### config.mk
export PLATFORM = sky130hd
export DESIGN_NAME = psdw_cell
export DESIGN_NICKNAME = d
export VERILOG_FILES = /design/src/rtl/psdw_pkg.sv /design/src/rtl/psdw_cell.sv
export SDC_FILE = /design/constraint.sdc
export NUM_CORES = 1
export LEC_CHECK = 0
export BUFFER_PORTS_ARGS = -buffer_cell sky130_fd_sc_hd__buf_4
export CAP_MARGIN = 20
export CORE_MARGIN = 8
export CORE_UTILIZATION = 49
export CTS_CLUSTER_DIAMETER = 30
export DETAILED_ROUTE_END_ITERATION = 12
export GPL_TIMING_DRIVEN = 0
export PLACE_DENSITY = 0.67
export SYNTH_ARGS = -nofsm -noshare
export SYNTH_HDL_FRONTEND = slang
export SYNTH_SLANG_ARGS = --single-unit
export TNS_END_PERCENT = 30
### constraint.sdc
create_clock -name clk -period 12 [get_ports clk]
set_clock_uncertainty 0.2 [all_clocks]
set_input_delay 2.4 -clock clk [delete_from_list [all_inputs] [get_ports clk]]
set_output_delay 2.4 -clock clk [all_outputs]
set_load 0.005 [all_outputs]
### src/rtl/psdw_pkg.sv
package psdw_pkg;

	localparam int ENTRIES     = 16;
	localparam int WINDOW_BITS = 64;
	localparam int SRC_W       = 48;
	localparam int SEQ_W       = 16;
	localparam int LIFE_W      = 15;
	localparam int WIN_IDX_W   = $clog2(WINDOW_BITS);
	localparam int CNT_W       = $clog2(ENTRIES + 1);
	localparam int FREED_W     = 5;
	localparam int FREED_MAX   = 31;

	localparam logic [SEQ_W-1:0]  HALF_SPACE    = 16'd32768;
	localparam logic [LIFE_W-1:0] LIFETIME_INIT = 15'd30;

	typedef enum logic [1:0] {
		ACT_CHECK = 2'd0,
		ACT_TICK  = 2'd1,
		ACT_FLUSH = 2'd2,
		ACT_NONE  = 2'd3
	} action_t;

	typedef enum logic [1:0] {
		VERD_NEW  = 2'd0,
		VERD_LATE = 2'd1,
		VERD_DUP  = 2'd2,
		VERD_FULL = 2'd3
	} verdict_t;

	// command broadcast to every cell in the execute cycle
	typedef struct packed {
		logic              en;
		action_t           action;
		logic [SRC_W-1:0]  src;
		logic [SEQ_W-1:0]  seq;
		logic [LIFE_W-1:0] lifetime;
		logic              any_hit;
	} cmd_t;

	// priority data handed from cell to cell, lowest index first
	typedef struct packed {
		logic       hit;
		logic       free;
		logic [1:0] verdict;
	} chain_t;

endpackage

### src/rtl/psdw_cell.sv
module psdw_cell (
	input  logic               clk,
	input  logic               arst_n,
	input  psdw_pkg::cmd_t     cmd,
	input  psdw_pkg::chain_t   chain_in,
	output psdw_pkg::chain_t   chain_out,
	output logic               match,
	output logic               expire
);

	logic                               valid_q;
	logic [psdw_pkg::SRC_W-1:0]         src_q;
	logic [psdw_pkg::SEQ_W-1:0]         last_q;
	logic [psdw_pkg::WINDOW_BITS-1:0]   map_q;
	logic [psdw_pkg::LIFE_W-1:0]        life_q;

	logic                               sel_hit;
	logic                               alloc;
	logic                               is_check;
	logic [psdw_pkg::SEQ_W-1:0]         last_b;
	logic [psdw_pkg::WINDOW_BITS-1:0]   map_b;
	logic [psdw_pkg::SEQ_W-1:0]         d;
	logic [psdw_pkg::SEQ_W-1:0]         ds;
	logic                               is_new;
	logic                               is_late;
	logic [psdw_pkg::WINDOW_BITS-1:0]   map_new;
	logic [psdw_pkg::WINDOW_BITS-1:0]   map_late;
	logic [1:0]                         my_verdict;

	// key match and slot choice
	assign match    = valid_q && (src_q == cmd.src);
	assign is_check = cmd.action == psdw_pkg::ACT_CHECK;
	assign sel_hit  = match && !chain_in.hit;
	assign alloc    = !valid_q && !chain_in.free && !cmd.any_hit;

	// window classification on the selected entry
	always_comb begin
		last_b   = alloc ? (cmd.seq - psdw_pkg::SEQ_W'(1)) : last_q;
		map_b    = alloc ? '0 : map_q;
		d        = cmd.seq - last_b;
		ds       = last_b - cmd.seq;
		is_new   = (last_b < cmd.seq) || (ds > psdw_pkg::HALF_SPACE);
		map_new  = (d >= psdw_pkg::SEQ_W'(psdw_pkg::WINDOW_BITS)) ? '0 : (map_b << d);
		map_new[0] = 1'b1;
		is_late  = (ds < psdw_pkg::SEQ_W'(psdw_pkg::WINDOW_BITS))
			&& !map_b[ds[psdw_pkg::WIN_IDX_W-1:0]];
		map_late = map_b;
		map_late[ds[psdw_pkg::WIN_IDX_W-1:0]] = 1'b1;
		if (is_new) begin
			my_verdict = psdw_pkg::VERD_NEW;
		end else if (is_late) begin
			my_verdict = psdw_pkg::VERD_LATE;
		end else begin
			my_verdict = psdw_pkg::VERD_DUP;
		end
		if (!(cmd.en && is_check && (sel_hit || alloc))) begin
			my_verdict = psdw_pkg::VERD_NEW;
		end
	end

	assign expire = cmd.en && (cmd.action == psdw_pkg::ACT_TICK) && valid_q
		&& (life_q <= psdw_pkg::LIFE_W'(1));

	// pass priority state to the next cell
	assign chain_out.hit     = chain_in.hit | match;
	assign chain_out.free    = chain_in.free | !valid_q;
	assign chain_out.verdict = chain_in.verdict | my_verdict;

	// entry valid flag
	always_ff @(posedge clk or negedge arst_n) begin
		if (!arst_n) begin
			valid_q <= 1'b0;
		end else if (cmd.en) begin
			unique case (cmd.action)
				psdw_pkg::ACT_CHECK: if (alloc) valid_q <= 1'b1;
				psdw_pkg::ACT_TICK:  if (expire) valid_q <= 1'b0;
				psdw_pkg::ACT_FLUSH: valid_q <= 1'b0;
				default: ;
			endcase
		end
	end

	// entry payload
	always_ff @(posedge clk) begin
		if (cmd.en) begin
			unique case (cmd.action)
				psdw_pkg::ACT_CHECK: begin
					if (sel_hit || alloc) begin
						src_q  <= cmd.src;
						life_q <= cmd.lifetime;
						if (is_new) begin
							map_q  <= map_new;
							last_q <= cmd.seq;
						end else begin
							last_q <= last_b;
							map_q  <= is_late ? map_late : map_b;
						end
					end
				end
				psdw_pkg::ACT_TICK: begin
					if (valid_q) life_q <= expire ? '0 : life_q - psdw_pkg::LIFE_W'(1);
				end
				default: ;
			endcase
		end
	end

endmodule

==> results_dict.tcl <==
set metrics [dict create \
    synth.ff_latch_count 144 \
    grt_pass1_vias 14400 \
    hold_viol 0 \
    cts_tree "done" \
    path_class "in -> out" \
    clock_latency_ns 0.45 \
    p_per_area_nw_per_um2 147 \
    max_freq_mhz 85.3 \
    yosys.area_share.simple 0.173 \
    ant_nets 0 \
    cap_violations 0 \
    clock-sinks 144 \
    cts_buffers 17 \
    synth-compound-area-share 0.241 \
    syn_area_um2 13700 \
    status "finished, final reports clean" \
    numPortBuffers 93 \
    yosysUniqueCellTypes 75 \
    firstDrtPassIters 7 \
    met3_usage 0.129 \
    syn-num-nets 1725 \
    num_rows 61 \
    cts-resized-gates 7 \
    core_area_um2 27700 \
    cp-start-kind "input port" \
    track_usage 0.381 \
    cts_hold_buf 0 \
    stdcell_count 2113 \
    yosysWarnings 0 \
    busiest_layer "met2" \
    slew_viol_final 0 \
    slowest_delay_ns 0.49 \
    synth_top_family_by_area "compound AO/OA/AOI/OAI gates" \
    critPathSlowestCell "nor4_2" \
    fp.dieW_um 183 \
    worstPathArrival_ns 9.12 \
    synthXorXnorAreaFrac 0.0587 \
    syn2layout_area_growth_pct 14.0 \
    drive_above_1_share 0.123 \
    synth-edff-count 143 \
    start_util 0.495 \
    drc 0 \
    critPathCaptureType "primary output" \
    relSlewSlack 0.167 \
    cp_cell_sequence "buf_4 -> nor3_1 -> buf_2 -> clkbuf_2 -> buf_2 -> buf_2 -> clkbuf_2 -> a21oi_1 -> ha_1 -> clkbuf_1 -> nand3_1 -> o211ai_1 -> o311ai_0 -> o311a_1 -> nor3_1 -> o2111ai_1 -> nor4_2 -> buf_2 -> buf_2 -> a31o_2 -> buf_4" \
    cp_num_buf_inv 10 \
    hp-class "reg -> reg" \
    syn_inst 1605 \
    final_cell_area_um2 15600 \
    synth_flop_cell "edfxtp_1" \
    htree_levels 4 \
    critPathMaxFanout 10 \
    post_cts_buffers 0 \
    crit_family "buffers and inverters" \
    vias 15200 \
    ioPinCount 95 \
    hpwl_mm 48.6 \
    nets 1842 \
    dieHeight_um 183 \
    postSynthAreaPerCell_um2 8.55 \
    place_inst 2083 \
    crit_required_ns 9.40 \
    leakagePower_nw 5.84 \
    wl_per_cell_um 31.0 \
    placed_area_um2 15000 \
    setup_violations 0 \
    grt_use_met2 0.557 \
    diodes 0 \
    rsz0062_at_grt "no" \
    cts_root_buf "clkbuf_16" \
    grt-ovfl-total 0 \
    ys_async_sr_fraction 0.00694 \
    synthAdderAreaFrac 0.0294 \
    use_met1 0.465 \
    cts_buffer_depth 2 \
    timing_worst_slew_pin_value_ns 1.24 \
    antenna_found_initial 1 \
    dieArea_um2 33600 \
    routed_wl_mm 65.5 \
    drt_iter0_drc 2400 \
    grt_max_degree 68 \
    fin_crit_ns 11.72 \
    yosysSeqAreaShare 0.315 \
    grt_pass1_wl_mm 94.6 \
    fin_crit_sh 0.976 \
    synth_mux_area_frac 0.128 \
    place.gp.congestion 1.16 \
    cts.clk_slew.worst_paths_ns 0.07 \
    cpMostUsedCell "buf_2" \
    worst_ir_drop_vdd_uv 67.0 \
    via_per_inst 7.21 \
]
cells in the final DEF (no fill, tap or decap), types with 11 or more instances in the layout:
cell type / synthesis / final
nand2_1: 185 / 185
edfxtp_1: 143 / 143
o21ai_0: 108 / 108
mux2i_1: 107 / 107
nor2_1: 98 / 98
clkbuf_1: 105 / 97
buf_4: 0 / 97
a21oi_1: 96 / 96
inv_1: 66 / 66
o22ai_1: 66 / 66
xnor2_1: 60 / 58
a22oi_1: 41 / 41
nand3_1: 40 / 40
nor3_1: 40 / 39
xor2_1: 32 / 32
ha_1: 29 / 29
a211oi_1: 27 / 27
and3_1: 23 / 22
a31oi_1: 21 / 21
mux4_2: 21 / 21
mux2_2: 19 / 19
a32oi_1: 17 / 17
clkbuf_16: 0 / 17
nand2b_1: 16 / 16
nor4_1: 14 / 13
nand4_1: 13 / 13
or3_1: 11 / 11
buf_2: 7 / 11
nor2b_1: 11 / 11
o211ai_1: 11 / 11
o221ai_1: 11 / 11
logic make-up after synthesis:
kind of cell             Yosys count
buffers and inverters            196
flip-flops                       144
multiplexers                     147
adder cells (fa/ha/maj)           31
XOR/XNOR                          92
AND/OR/NAND/NOR                  494
AO/OA/AOI/OAI                    501
metrics by stage:
stage / hold slack (ns) / util / setup slack (ns) / power (mW) / setup TNS, ns
2_1_floorplan: 0.406 / - / 1.91 / 1.22 / 0
3_3_place_gp: 0.440 / 0.538 / -1.61 / 1.63 / -3.07
3_5_place_dp: 0.453 / 0.541 / -0.768 / 1.62 / -1.48
4_1_cts: 0.475 / 0.564 / 0.130 / 2.19 / 0
5_1_grt: 0.509 / 0.564 / 0.0678 / 2.33 / 0
6_report: 0.472 / 0.564 / 0.283 / 2.29 / 0
state kept, by name, indices dropped and copies added (netlist names):
signal	flops
map_q	64
src_q	48
last_q	16
life_q	15
valid_q	1
area by class of cell:
type	count	area [um2]
multi-input combinational	1265	8670
fill	2612	12100
sequential	144	4320
timing repair buffer	100	788
clock buffer	17	425
clock inverter	15	190
buffer	127	517
inverter	67	251
tap	378	473
final timing paths:
check | startpoint | to | slack (ns) | cells after the start
min in group asynchronous | arst_n | valid_q | 1.52 | 1
max reg2reg | valid_q | map_q[57] | 2.86 | 21
max in group asynchronous | arst_n | valid_q | 10.00 | 1
max | chain_in[2] | chain_out[0] | 0.28 | 21
min reg2reg | life_q[12] | life_q[12] | 0.47 | 2
min | life_q[12] | life_q[12] | 0.47 | 2
Yosys cell counts (4+ instances only):
cell type  number  area, um2
nor4_1         14       87.6
buf_2           7       35.0
or4_1           8       60.1
a21oi_1        96        480
and2_1         10       62.6
inv_1          66        248
and3_1         23        144
o31ai_1         5       37.5
o311ai_0        5       43.8
or3_1          11       68.8
o211ai_1       11       82.6
nand2_1       185        694
a31oi_1        21        131
a32oi_1        17        149
nor2_1         98        368
nand4_1        13       81.3
nor3_1         40        200
nor2b_1        11       68.8
o21ai_0       108        541
o22ai_1        66        413
a211oi_1       27        203
mux2_2         19        214
edfxtp_1      143       4290
o32ai_1         9       78.8
o21a_1          5       37.5
nand3b_1        5       37.5
mux4_2         21        473
a22o_1         10       87.6
a21o_1          6       45.0
o31a_1          4       35.0
a31o_2          4       35.0
a22oi_1        41        308
o2111ai_1      10       87.6
nand2b_1       16        100
ha_1           29        363
mux2i_1       107       1070
nand3_1        40        200
buf_1          15       56.3
clkbuf_1      105        394
a2bb2oi_1       9       78.8
o22a_1          4       35.0
o2bb2ai_1      10       87.6
xor2_1         32        280
o221ai_1       11       96.3
xnor2_1        60        526
layer usage:
metal / vias up / wire length, um
li1: 6348 / -
met1: 7139 / 23300
met2: 1413 / 27300
met3: 327 / 9430
met4: 2 / 5490
met5: - / 13
report_power, final:
part	leakage [nW]	internal [mW]	switching, mW
Combinational	4.22	0.329	0.812
Clock	0.300	0.301	0.279
Sequential	1.32	0.566	0.00861
Total	5.84	1.20	1.10
worst reg2reg max path, delay by kind of cell, from the launching register on:
kind / cells / cell delay, ns
AO/OA/AOI/OAI: 7 / 2.44
flip-flops: 1 / 0.53
multiplexers: 2 / 0.57
adder cells (fa/ha/maj): 1 / 0.31
buffers and inverters: 10 / 4.65
AND/OR/NAND/NOR: 1 / 0.17
(Power assumes the default switching activity.)
